===== config.mk =====
export PLATFORM = sky130hd
export DESIGN_NAME = sequence_reorder_joiner_unit_flat
export DESIGN_NICKNAME = d
export VERILOG_FILES = /design/src/srj_pkg.sv /design/src/srj_in_if.sv /design/src/srj_out_if.sv /design/src/sequence_reorder_joiner_unit.sv /design/src/srj_ram.sv /design/src/srj_ctrl.sv /design/src/srj_dp.sv /design/src/flat_wrapper.sv
export SDC_FILE = /design/constraint.sdc
export NUM_CORES = 2
export LEC_CHECK = 0
export BUFFER_PORTS_ARGS = -buffer_cell sky130_fd_sc_hd__buf_2
export CAP_MARGIN = 20
export CORE_UTILIZATION = 46
export CTS_CLUSTER_SIZE = 25
export DETAILED_ROUTE_END_ITERATION = 10
export HOLD_SLACK_MARGIN = 0.03
export PLACE_DENSITY = 0.59
export RECOVER_POWER = 50
export SLEW_MARGIN = 0
export SYNTH_ARGS = -nofsm -noshare
export SYNTH_HDL_FRONTEND = slang
export SYNTH_HIERARCHICAL = 1
export SYNTH_SLANG_ARGS = --single-unit

===== constraint.sdc =====
create_clock -name clk -period 10.34 [get_ports clk]
set_clock_uncertainty 0.05 [all_clocks]
set_input_delay 1.034 -clock clk [delete_from_list [all_inputs] [get_ports clk]]
set_output_delay 1.034 -clock clk [all_outputs]
set_load 0.02 [all_outputs]

===== src/srj_pkg.sv =====
package srj_pkg;

    localparam int WINDOW_DEF = 32;
    localparam int SEQ_W      = 32;
    localparam int PAY_W      = 64;

    typedef enum logic [2:0] {
        KIND_RELEASED  = 3'd0,
        KIND_STALE     = 3'd1,
        KIND_BEYOND    = 3'd2,
        KIND_DUPLICATE = 3'd3,
        KIND_CLOSED    = 3'd4
    } kind_t;

    // Source of the sequence number and payload of a result.
    typedef enum logic [1:0] {
        SEL_INPUT,
        SEL_DROP,
        SEL_SLOT,
        SEL_CLOSE
    } out_sel_t;

    typedef struct packed {
        logic     store;
        logic     rd_head;
        logic     advance;
        logic     cnt_clr;
        logic     cnt_inc;
        logic     reset_window;
        logic     out_load;
        out_sel_t out_sel;
        kind_t    out_kind;
        logic     out_last;
    } cmd_t;

    typedef struct packed {
        logic is_end;
        logic ordered;
        logic in_window;
        logic stale;
        logic dup;
        logic at_head;
        logic head_valid;
        logic next_valid;
        logic cnt_last;
        logic out_free;
    } sts_t;

endpackage


===== src/srj_in_if.sv =====
interface srj_in_if;
    logic        valid;
    logic        ready;
    logic        op;
    logic [31:0] sequence_req;
    logic [63:0] payload;

    modport source (output valid, output op, output sequence_req, output payload, input ready);
    modport sink (input valid, input op, input sequence_req, input payload, output ready);
endinterface


===== src/srj_out_if.sv =====
interface srj_out_if;
    logic        valid;
    logic        ready;
    logic [2:0]  kind;
    logic [31:0] out_sequence;
    logic [63:0] out_payload;
    logic        last;

    modport source (output valid, output kind, output out_sequence, output out_payload,
                    output last, input ready);
    modport sink (input valid, input kind, input out_sequence, input out_payload,
                  input last, output ready);
endinterface


===== src/sequence_reorder_joiner_unit.sv =====
// Channel    Dir  Payload                                       Transfer when
// decision   in   op, sequence_req[31:0], payload[63:0]         valid & ready
// result     out  kind[2:0], out_sequence[31:0],                valid & ready
//                 out_payload[63:0], last
// cfg        in   cfg_wr_data (ordered_mode)                    cfg_wr_en
//
// A pass-through decision or a dropped decision loads the result register in the
// accepting cycle; a decision stored ahead of a gap is written to its slot then.
// A release run reads each released decision out of the registered single-read
// slot memory and then loads it into the result register. End of stream scans all
// WINDOW slots, reads out each stored one and then loads the close marker.
// Reset is asynchronous and active low; no clearing pass is needed.
// A stalled result channel holds the result register and the controller waits.
module sequence_reorder_joiner_unit
    import srj_pkg::*;
#(
    parameter int WINDOW = WINDOW_DEF
) (
    input  logic      clk,
    input  logic      rst_n,
    srj_in_if.sink    decision,
    srj_out_if.source result,
    input  logic      cfg_wr_en,
    input  logic      cfg_wr_data
);

    // Commands from the controller and status back from the datapath.
    cmd_t  cmd;
    sts_t  sts;
    kind_t res_kind;

    // The controller sequences each transfer: it classifies accepted decisions,
    // walks the release run one slot at a time and sweeps the window at end of stream.
    srj_ctrl u_ctrl (
        .clk      (clk),
        .rst_n    (rst_n),
        .in_valid (decision.valid),
        .in_ready (decision.ready),
        .sts      (sts),
        .cmd      (cmd)
    );

    // The datapath holds the expected sequence, the head pointer, the slot valid
    // bits, the payload memory and the result register.
    srj_dp #(
        .WINDOW (WINDOW)
    ) u_dp (
        .clk          (clk),
        .rst_n        (rst_n),
        .cfg_wr_en    (cfg_wr_en),
        .cfg_wr_data  (cfg_wr_data),
        .in_op        (decision.op),
        .in_sequence  (decision.sequence_req),
        .in_payload   (decision.payload),
        .out_ready    (result.ready),
        .out_valid    (result.valid),
        .out_kind     (res_kind),
        .out_sequence (result.out_sequence),
        .out_payload  (result.out_payload),
        .out_last     (result.last),
        .cmd          (cmd),
        .sts          (sts)
    );

    assign result.kind = res_kind;

endmodule


===== src/srj_ram.sv =====
module srj_ram #(
    parameter int WIDTH = 64,
    parameter int DEPTH = 32
) (
    input  logic                     clk,
    input  logic                     wr_en,
    input  logic [$clog2(DEPTH)-1:0] wr_addr,
    input  logic [WIDTH-1:0]         wr_data,
    input  logic                     rd_en,
    input  logic [$clog2(DEPTH)-1:0] rd_addr,
    output logic [WIDTH-1:0]         rd_data
);

    logic [WIDTH-1:0] mem [DEPTH];

    always_ff @(posedge clk)
    begin
        if (wr_en)
        begin
            mem[wr_addr] <= wr_data;
        end
        if (rd_en)
        begin
            rd_data <= mem[rd_addr];
        end
    end

endmodule


===== src/srj_ctrl.sv =====
module srj_ctrl
    import srj_pkg::*;
(
    input  logic clk,
    input  logic rst_n,
    input  logic in_valid,
    output logic in_ready,
    input  sts_t sts,
    output cmd_t cmd
);

    typedef enum logic [2:0] {
        ST_IDLE,
        ST_REL_RD,
        ST_REL_OUT,
        ST_DRAIN,
        ST_DR_OUT,
        ST_CLOSE
    } state_t;

    state_t state_reg;
    state_t state_next;
    logic   accept;

    assign in_ready = (state_reg == ST_IDLE) && sts.out_free;
    assign accept   = in_valid && in_ready;

    always_comb
    begin
        cmd        = '0;
        cmd.out_sel  = SEL_INPUT;
        cmd.out_kind = KIND_RELEASED;
        state_next = state_reg;
        case (state_reg)
            ST_IDLE:
            begin
                if (accept)
                begin
                    if (sts.is_end)
                    begin
                        cmd.cnt_clr = 1'b1;
                        state_next  = ST_DRAIN;
                    end
                    else if (!sts.ordered)
                    begin
                        cmd.out_load = 1'b1;
                        cmd.out_sel  = SEL_INPUT;
                        cmd.out_kind = KIND_RELEASED;
                        cmd.out_last = 1'b1;
                    end
                    else if (!sts.in_window)
                    begin
                        cmd.out_load = 1'b1;
                        cmd.out_sel  = SEL_DROP;
                        if (sts.stale)
                        begin
                            cmd.out_kind = KIND_STALE;
                        end
                        else
                        begin
                            cmd.out_kind = KIND_BEYOND;
                        end
                        cmd.out_last = 1'b1;
                    end
                    else if (sts.dup)
                    begin
                        cmd.out_load = 1'b1;
                        cmd.out_sel  = SEL_DROP;
                        cmd.out_kind = KIND_DUPLICATE;
                        cmd.out_last = 1'b1;
                    end
                    else
                    begin
                        cmd.store = 1'b1;
                        if (sts.at_head)
                        begin
                            state_next = ST_REL_RD;
                        end
                    end
                end
            end
            ST_REL_RD:
            begin
                cmd.rd_head = 1'b1;
                state_next  = ST_REL_OUT;
            end
            ST_REL_OUT:
            begin
                if (sts.out_free)
                begin
                    cmd.out_load = 1'b1;
                    cmd.out_sel  = SEL_SLOT;
                    cmd.out_kind = KIND_RELEASED;
                    cmd.out_last = !sts.next_valid;
                    cmd.advance  = 1'b1;
                    state_next   = sts.next_valid ? ST_REL_RD : ST_IDLE;
                end
            end
            ST_DRAIN:
            begin
                if (sts.head_valid)
                begin
                    cmd.rd_head = 1'b1;
                    state_next  = ST_DR_OUT;
                end
                else
                begin
                    cmd.advance = 1'b1;
                    cmd.cnt_inc = !sts.cnt_last;
                    state_next  = sts.cnt_last ? ST_CLOSE : ST_DRAIN;
                end
            end
            ST_DR_OUT:
            begin
                if (sts.out_free)
                begin
                    cmd.out_load = 1'b1;
                    cmd.out_sel  = SEL_SLOT;
                    cmd.out_kind = KIND_RELEASED;
                    cmd.advance  = 1'b1;
                    cmd.cnt_inc  = !sts.cnt_last;
                    state_next   = sts.cnt_last ? ST_CLOSE : ST_DRAIN;
                end
            end
            ST_CLOSE:
            begin
                if (sts.out_free)
                begin
                    cmd.out_load     = 1'b1;
                    cmd.out_sel      = SEL_CLOSE;
                    cmd.out_kind     = KIND_CLOSED;
                    cmd.out_last     = 1'b1;
                    cmd.reset_window = 1'b1;
                    state_next       = ST_IDLE;
                end
            end
            default:
            begin
                state_next = ST_IDLE;
            end
        endcase
    end

    always_ff @(posedge clk or negedge rst_n)
    begin
        if (!rst_n)
        begin
            state_reg <= ST_IDLE;
        end
        else
        begin
            state_reg <= state_next;
        end
    end

endmodule


===== src/srj_dp.sv =====
module srj_dp
    import srj_pkg::*;
#(
    parameter int WINDOW = WINDOW_DEF
) (
    input  logic             clk,
    input  logic             rst_n,
    input  logic             cfg_wr_en,
    input  logic             cfg_wr_data,
    input  logic             in_op,
    input  logic [SEQ_W-1:0] in_sequence,
    input  logic [PAY_W-1:0] in_payload,
    input  logic             out_ready,
    output logic             out_valid,
    output kind_t            out_kind,
    output logic [SEQ_W-1:0] out_sequence,
    output logic [PAY_W-1:0] out_payload,
    output logic             out_last,
    input  cmd_t             cmd,
    output sts_t             sts
);

    localparam int IW = $clog2(WINDOW);

    logic              ordered_reg;
    logic [SEQ_W-1:0]  expected_reg;
    logic [SEQ_W-1:0]  expected_next;
    logic [IW-1:0]     head_reg;
    logic [IW-1:0]     head_next;
    logic [IW-1:0]     head_inc;
    logic [WINDOW-1:0] valid_reg;
    logic [WINDOW-1:0] valid_next;
    logic [IW-1:0]     cnt_reg;
    logic [IW-1:0]     cnt_next;
    logic [SEQ_W-1:0]  seq_gap;
    logic [IW:0]       idx_sum;
    logic [IW-1:0]     idx;
    logic [PAY_W-1:0]  rd_data;

    logic              out_valid_reg;
    kind_t             out_kind_reg;
    logic [SEQ_W-1:0]  out_seq_reg;
    logic [PAY_W-1:0]  out_pay_reg;
    logic              out_last_reg;

    // Distance from the expected sequence, and the slot it maps to.
    assign seq_gap  = in_sequence - expected_reg;
    assign idx_sum  = {1'b0, head_reg} + {1'b0, seq_gap[IW-1:0]};
    assign idx      = (idx_sum >= (IW+1)'(WINDOW)) ? IW'(idx_sum - (IW+1)'(WINDOW))
                                                   : idx_sum[IW-1:0];
    assign head_inc = (head_reg == IW'(WINDOW - 1)) ? '0 : head_reg + 1'b1;

    always_comb
    begin
        sts.is_end     = in_op;
        sts.ordered    = ordered_reg;
        sts.in_window  = seq_gap < SEQ_W'(WINDOW);
        sts.stale      = seq_gap[SEQ_W-1];
        sts.dup        = sts.in_window && valid_reg[idx];
        sts.at_head    = seq_gap == '0;
        sts.head_valid = valid_reg[head_reg];
        sts.next_valid = valid_reg[head_inc];
        sts.cnt_last   = cnt_reg == IW'(WINDOW - 1);
        sts.out_free   = !out_valid_reg || out_ready;
    end

    srj_ram #(
        .WIDTH (PAY_W),
        .DEPTH (WINDOW)
    ) u_slots (
        .clk     (clk),
        .wr_en   (cmd.store),
        .wr_addr (idx),
        .wr_data (in_payload),
        .rd_en   (cmd.rd_head),
        .rd_addr (head_reg),
        .rd_data (rd_data)
    );

    always_comb
    begin
        valid_next    = valid_reg;
        head_next     = head_reg;
        expected_next = expected_reg;
        cnt_next      = cnt_reg;
        if (cmd.store)
        begin
            valid_next[idx] = 1'b1;
        end
        if (cmd.advance)
        begin
            valid_next[head_reg] = 1'b0;
            head_next            = head_inc;
            expected_next        = expected_reg + 1'b1;
        end
        if (cmd.reset_window)
        begin
            valid_next    = '0;
            head_next     = '0;
            expected_next = '0;
        end
        if (cmd.cnt_clr)
        begin
            cnt_next = '0;
        end
        else if (cmd.cnt_inc)
        begin
            cnt_next = cnt_reg + 1'b1;
        end
    end

    always_ff @(posedge clk or negedge rst_n)
    begin
        if (!rst_n)
        begin
            ordered_reg   <= 1'b0;
            expected_reg  <= '0;
            head_reg      <= '0;
            valid_reg     <= '0;
            cnt_reg       <= '0;
            out_valid_reg <= 1'b0;
        end
        else
        begin
            if (cfg_wr_en)
            begin
                ordered_reg <= cfg_wr_data;
            end
            expected_reg <= expected_next;
            head_reg     <= head_next;
            valid_reg    <= valid_next;
            cnt_reg      <= cnt_next;
            if (cmd.out_load)
            begin
                out_valid_reg <= 1'b1;
            end
            else if (out_ready)
            begin
                out_valid_reg <= 1'b0;
            end
        end
    end

    always_ff @(posedge clk)
    begin
        if (cmd.out_load)
        begin
            out_kind_reg <= cmd.out_kind;
            out_last_reg <= cmd.out_last;
            case (cmd.out_sel)
                SEL_INPUT:
                begin
                    out_seq_reg <= in_sequence;
                    out_pay_reg <= in_payload;
                end
                SEL_DROP:
                begin
                    out_seq_reg <= in_sequence;
                    out_pay_reg <= '0;
                end
                SEL_SLOT:
                begin
                    out_seq_reg <= expected_reg;
                    out_pay_reg <= rd_data;
                end
                default:
                begin
                    out_seq_reg <= '0;
                    out_pay_reg <= '0;
                end
            endcase
        end
    end

    assign out_valid    = out_valid_reg;
    assign out_kind     = out_kind_reg;
    assign out_sequence = out_seq_reg;
    assign out_payload  = out_pay_reg;
    assign out_last     = out_last_reg;

endmodule


===== src/flat_wrapper.sv =====
// flat-port wrapper written by rule: the top's interface ports become plain ports
module sequence_reorder_joiner_unit_flat import srj_pkg::*;
#(
    parameter int WINDOW = WINDOW_DEF
)
  (clk, rst_n, cfg_wr_en, cfg_wr_data, decision_valid, decision_op, decision_sequence_req, decision_payload, decision_ready, result_valid, result_kind, result_out_sequence, result_out_payload, result_last, result_ready);
  srj_in_if decision_i ();
  srj_out_if result_i ();
  input  logic clk;
  input  logic rst_n;
  input  logic cfg_wr_en;
  input  logic cfg_wr_data;
  input wire logic [$bits(decision_i.valid)-1:0] decision_valid;
  input wire logic [$bits(decision_i.op)-1:0] decision_op;
  input wire logic [$bits(decision_i.sequence_req)-1:0] decision_sequence_req;
  input wire logic [$bits(decision_i.payload)-1:0] decision_payload;
  output wire logic [$bits(decision_i.ready)-1:0] decision_ready;
  output wire logic [$bits(result_i.valid)-1:0] result_valid;
  output wire logic [$bits(result_i.kind)-1:0] result_kind;
  output wire logic [$bits(result_i.out_sequence)-1:0] result_out_sequence;
  output wire logic [$bits(result_i.out_payload)-1:0] result_out_payload;
  output wire logic [$bits(result_i.last)-1:0] result_last;
  input wire logic [$bits(result_i.ready)-1:0] result_ready;
  assign decision_i.valid = decision_valid;
  assign decision_i.op = decision_op;
  assign decision_i.sequence_req = decision_sequence_req;
  assign decision_i.payload = decision_payload;
  assign decision_ready = decision_i.ready;
  assign result_valid = result_i.valid;
  assign result_kind = result_i.kind;
  assign result_out_sequence = result_i.out_sequence;
  assign result_out_payload = result_i.out_payload;
  assign result_last = result_i.last;
  assign result_i.ready = result_ready;
  sequence_reorder_joiner_unit #(.WINDOW(WINDOW)) u_core (.clk(clk), .rst_n(rst_n), .decision(decision_i), .result(result_i), .cfg_wr_en(cfg_wr_en), .cfg_wr_data(cfg_wr_data));
endmodule

==> metrics.txt <==
most common cell after layout, fill and taps aside=edfxtp_1; CTS Sinks=2291; CTS Hold Bufs=1; slowest cell delay on critical path=2.45 ns; CTS root buffer=clkbuf_16; WL/cell=30.1 um; WHS=0.375 ns; Slowest-stage cell, CP=dfrtp_1; antenna viol nets, final=0; share of cells above drive strength 1=25.3%; die width=447 um; area delta synth->final=12.8%; r2r endpoint=u_core/u_dp/u_slots/mem[23][4]; die area=200000 um2; CTS Buf Count=229; H-tree Lvls=4; Max Freq=118 MHz; placement row count=163; all-layer global routing usage=22.6%; RSZ-0062 raised after global routing=no; top cells by area, synth=edfxtp_1 (73%), mux4_2 (16%), dfrtp_1 (2.2%), mux2i_1 (1.3%), mux2_2 (0.94%); DR vias=44049; Max Root-Sink Buffers=3; Biggest register=u_core/u_dp/u_slots/mem; routing usage on met3=about 3.4%; Switching Fraction=30.1%; met2 usage=37.0%; DR vias/cell=between 5 and 6; post-synthesis cell type count=82; combinational share of power=about 28%; async set-reset flop share out of synthesis=3.45%; minimum clock period=8.51 ns; post-place setup slack=around 2.4 ns; total of max-cap violations=20; routability cong.=0.819; failing checks=capacitance limit, slew limit; # Post-CTS Setup Buffers=0; initial antenna violation count=14; Yosys top cell area share=between 70% and 80%; cell taking the most area after synthesis=edfxtp_1; drt first pass iters=6; Reg2Reg Launch Point=u_core/u_dp/head_reg[2]; peak fanout along the critical path=55; global-route wire length before repair=324000 um; core box area=just under 200000 um2; final setup violation count=0; status=finished, violations left; Worst Hold Path Cells=2; critical-path cell list=ha_1, a21o_1, a21oi_1, xnor2_1, xor2_1, clkbuf_1, mux4_1, mux2i_1, nor3b_1, nor3b_2, nand3_1, nor2_4, buf_4; Pleak=approximately 32 nW; I/O Buffers=204; Final WS setup=1.83 ns; Ports=roughly 210; Die Span Y=447 um; critical path required time=roughly 11 ns; Clk pwr share=30.4%; Max-slew headroom=-174%; Seq cells post-synth=2291; Synth Cell Area=91100 um2; Final Cycle Share=between 80% and 90%; Most Crowded Layer GR=met2; R2R cell count=13; Slew @ Worst Pin=between 4 and 5 ns; YS warnings=6; DRC=0; setup_tns=0 ns; CTS tree=done; PD cells=between 200 and 300 nW/um2; CTS resizes=0; Detailed Place HPWL=123000 um; Seq/Total Area, Yosys=about three quarters; wirelength, routed=223000 um; Total Power=between 20 and 30 mW; Post-Syn Nets=4412; reg2reg setup slack=approximately 1.8 ns; most frequent cells in the layout=edfxtp_1 (2212), mux4_2 (629), clkbuf_16 (231); largest net degree at the start of global routing=125; synthesized instance count=4264; Endpoint, Worst Hold=u_core/u_dp/ordered_reg; Worst path top cell family by delay=simple AND/OR/NAND/NOR gates; CP Class=reg -> reg; Clk pin slew, worst setup/hold paths=around 0.06 ns; Post-synth EDFFs=2212; initial drt markers=4614; max reg flops=between 2000 and 2500; Main synth FF type=edfxtp_1; Critical Path End Type=register; hold_sp=cfg_wr_data; Power Internal=18.6 mW; critical path launch point type=register; vias in the first global route=45407; syn_area_per_cell=21.4 um2; NumNets Final=4727; GR Util met1=32.2%; Clock Latency Late Sink=approximately 0.88 ns; initial core utilization=a little under half; Reg power frac=41.4%; Max Slew Vio Count=687; Util after Layout=between 50 and 60%; total grt overflow=0; Hold Vio Cnt, Final=0; Worst Hold Class=in -> reg; worst path bufs/invs=2; Worst Path Arrival=8.96 ns; net switching power=8.04 mW; worst ir drop on vdd=0.000224 V
==> metrics by stage <==
step	instance area, um2	std cells
6_report	103000	7420
5_1_grt	103000	7418
3_5_place_dp	95700	6987
2_1_floorplan	91100	4264
3_3_place_gp	95700	6986
4_1_cts	103000	7416
==> cells in the mapped netlist (all sizes together), types with 10 or more instances <==
cell type  count
mux2          76
dfrtp         79
and3          11
a21o          10
inv           81
edfxtp      2212
xnor2         46
o22ai         17
ha            43
nor2         193
mux2i        116
clkbuf        89
nand2b        19
and2          10
nand4         19
a211oi        41
o21ai         71
buf          136
nor3          17
mux4         631
nand2         89
a21oi         86
nor2b         16
a221oi        14
nand3         26
==> power by group through the flow <==
| stage | Combinational (mW) | Sequential, mW | Clock (mW) |
|---|---|---|---|
| after floorplan | 5.25 | 11.3 | 0 |
| after global placement | 7.66 | 11.2 | 0 |
| after detailed placement | 7.66 | 11.2 | 0 |
| after CTS | 7.70 | 11.0 | 8.26 |
| after global routing | 8.06 | 11.1 | 8.60 |
| final | 7.53 | 11.0 | 8.10 |
==> logic make-up (layout without fill, tap and decap cells) <==
logic type	count (synthesis)	in the layout	share of synthesized area, %
flip-flops	2291	2291	75.1
XOR/XNOR	53	53	0.509
other	0	4	0
AO/OA/AOI/OAI	308	308	2.19
AND/OR/NAND/NOR	438	438	2.29
adder cells (fa/ha/maj)	45	45	0.634
buffers and inverters	306	818	1.51
multiplexers	823	823	17.8
==> worst max-delay path by stage <==
stage                           startpoint                              end  slack, ns  cells after the start
6_report           u_core/u_dp/head_reg[2]   u_core/u_dp/u_slots/mem[23][4]       1.83                     13
5_1_grt            u_core/u_dp/head_reg[2]  u_core/u_dp/u_slots/mem[27][19]       1.36                     13
4_1_cts        u_core/u_dp/expected_reg[0]  u_core/u_dp/u_slots/mem[23][57]       2.98                     15
3_5_place_dp      decision_sequence_req[0]   u_core/u_dp/u_slots/mem[23][8]       2.37                     17
3_3_place_gp      decision_sequence_req[0]   u_core/u_dp/u_slots/mem[23][8]       2.33                     17
2_1_floorplan     decision_sequence_req[0]   u_core/u_dp/u_slots/mem[28][0]       2.30                     17
==> layer usage <==
layer	part of all wire [%]	wire length, um
met5	0.0085	19
met4	1.9	4310
met3	5.8	13100
met2	49	110000
met1	43	95600
==> layout make-up <==
type,count,area (um2)
Antenna cell,4,10.0
Clock buffer,273,5960
Clock inverter,155,1390
Multi-Input combinational cell,1667,21600
Tap cell,2640,3300
Inverter,81,304
Fill cell,15586,94200
Timing Repair Buffer,309,1810
Sequential cell,2291,68400
(Power assumes the default switching activity.)
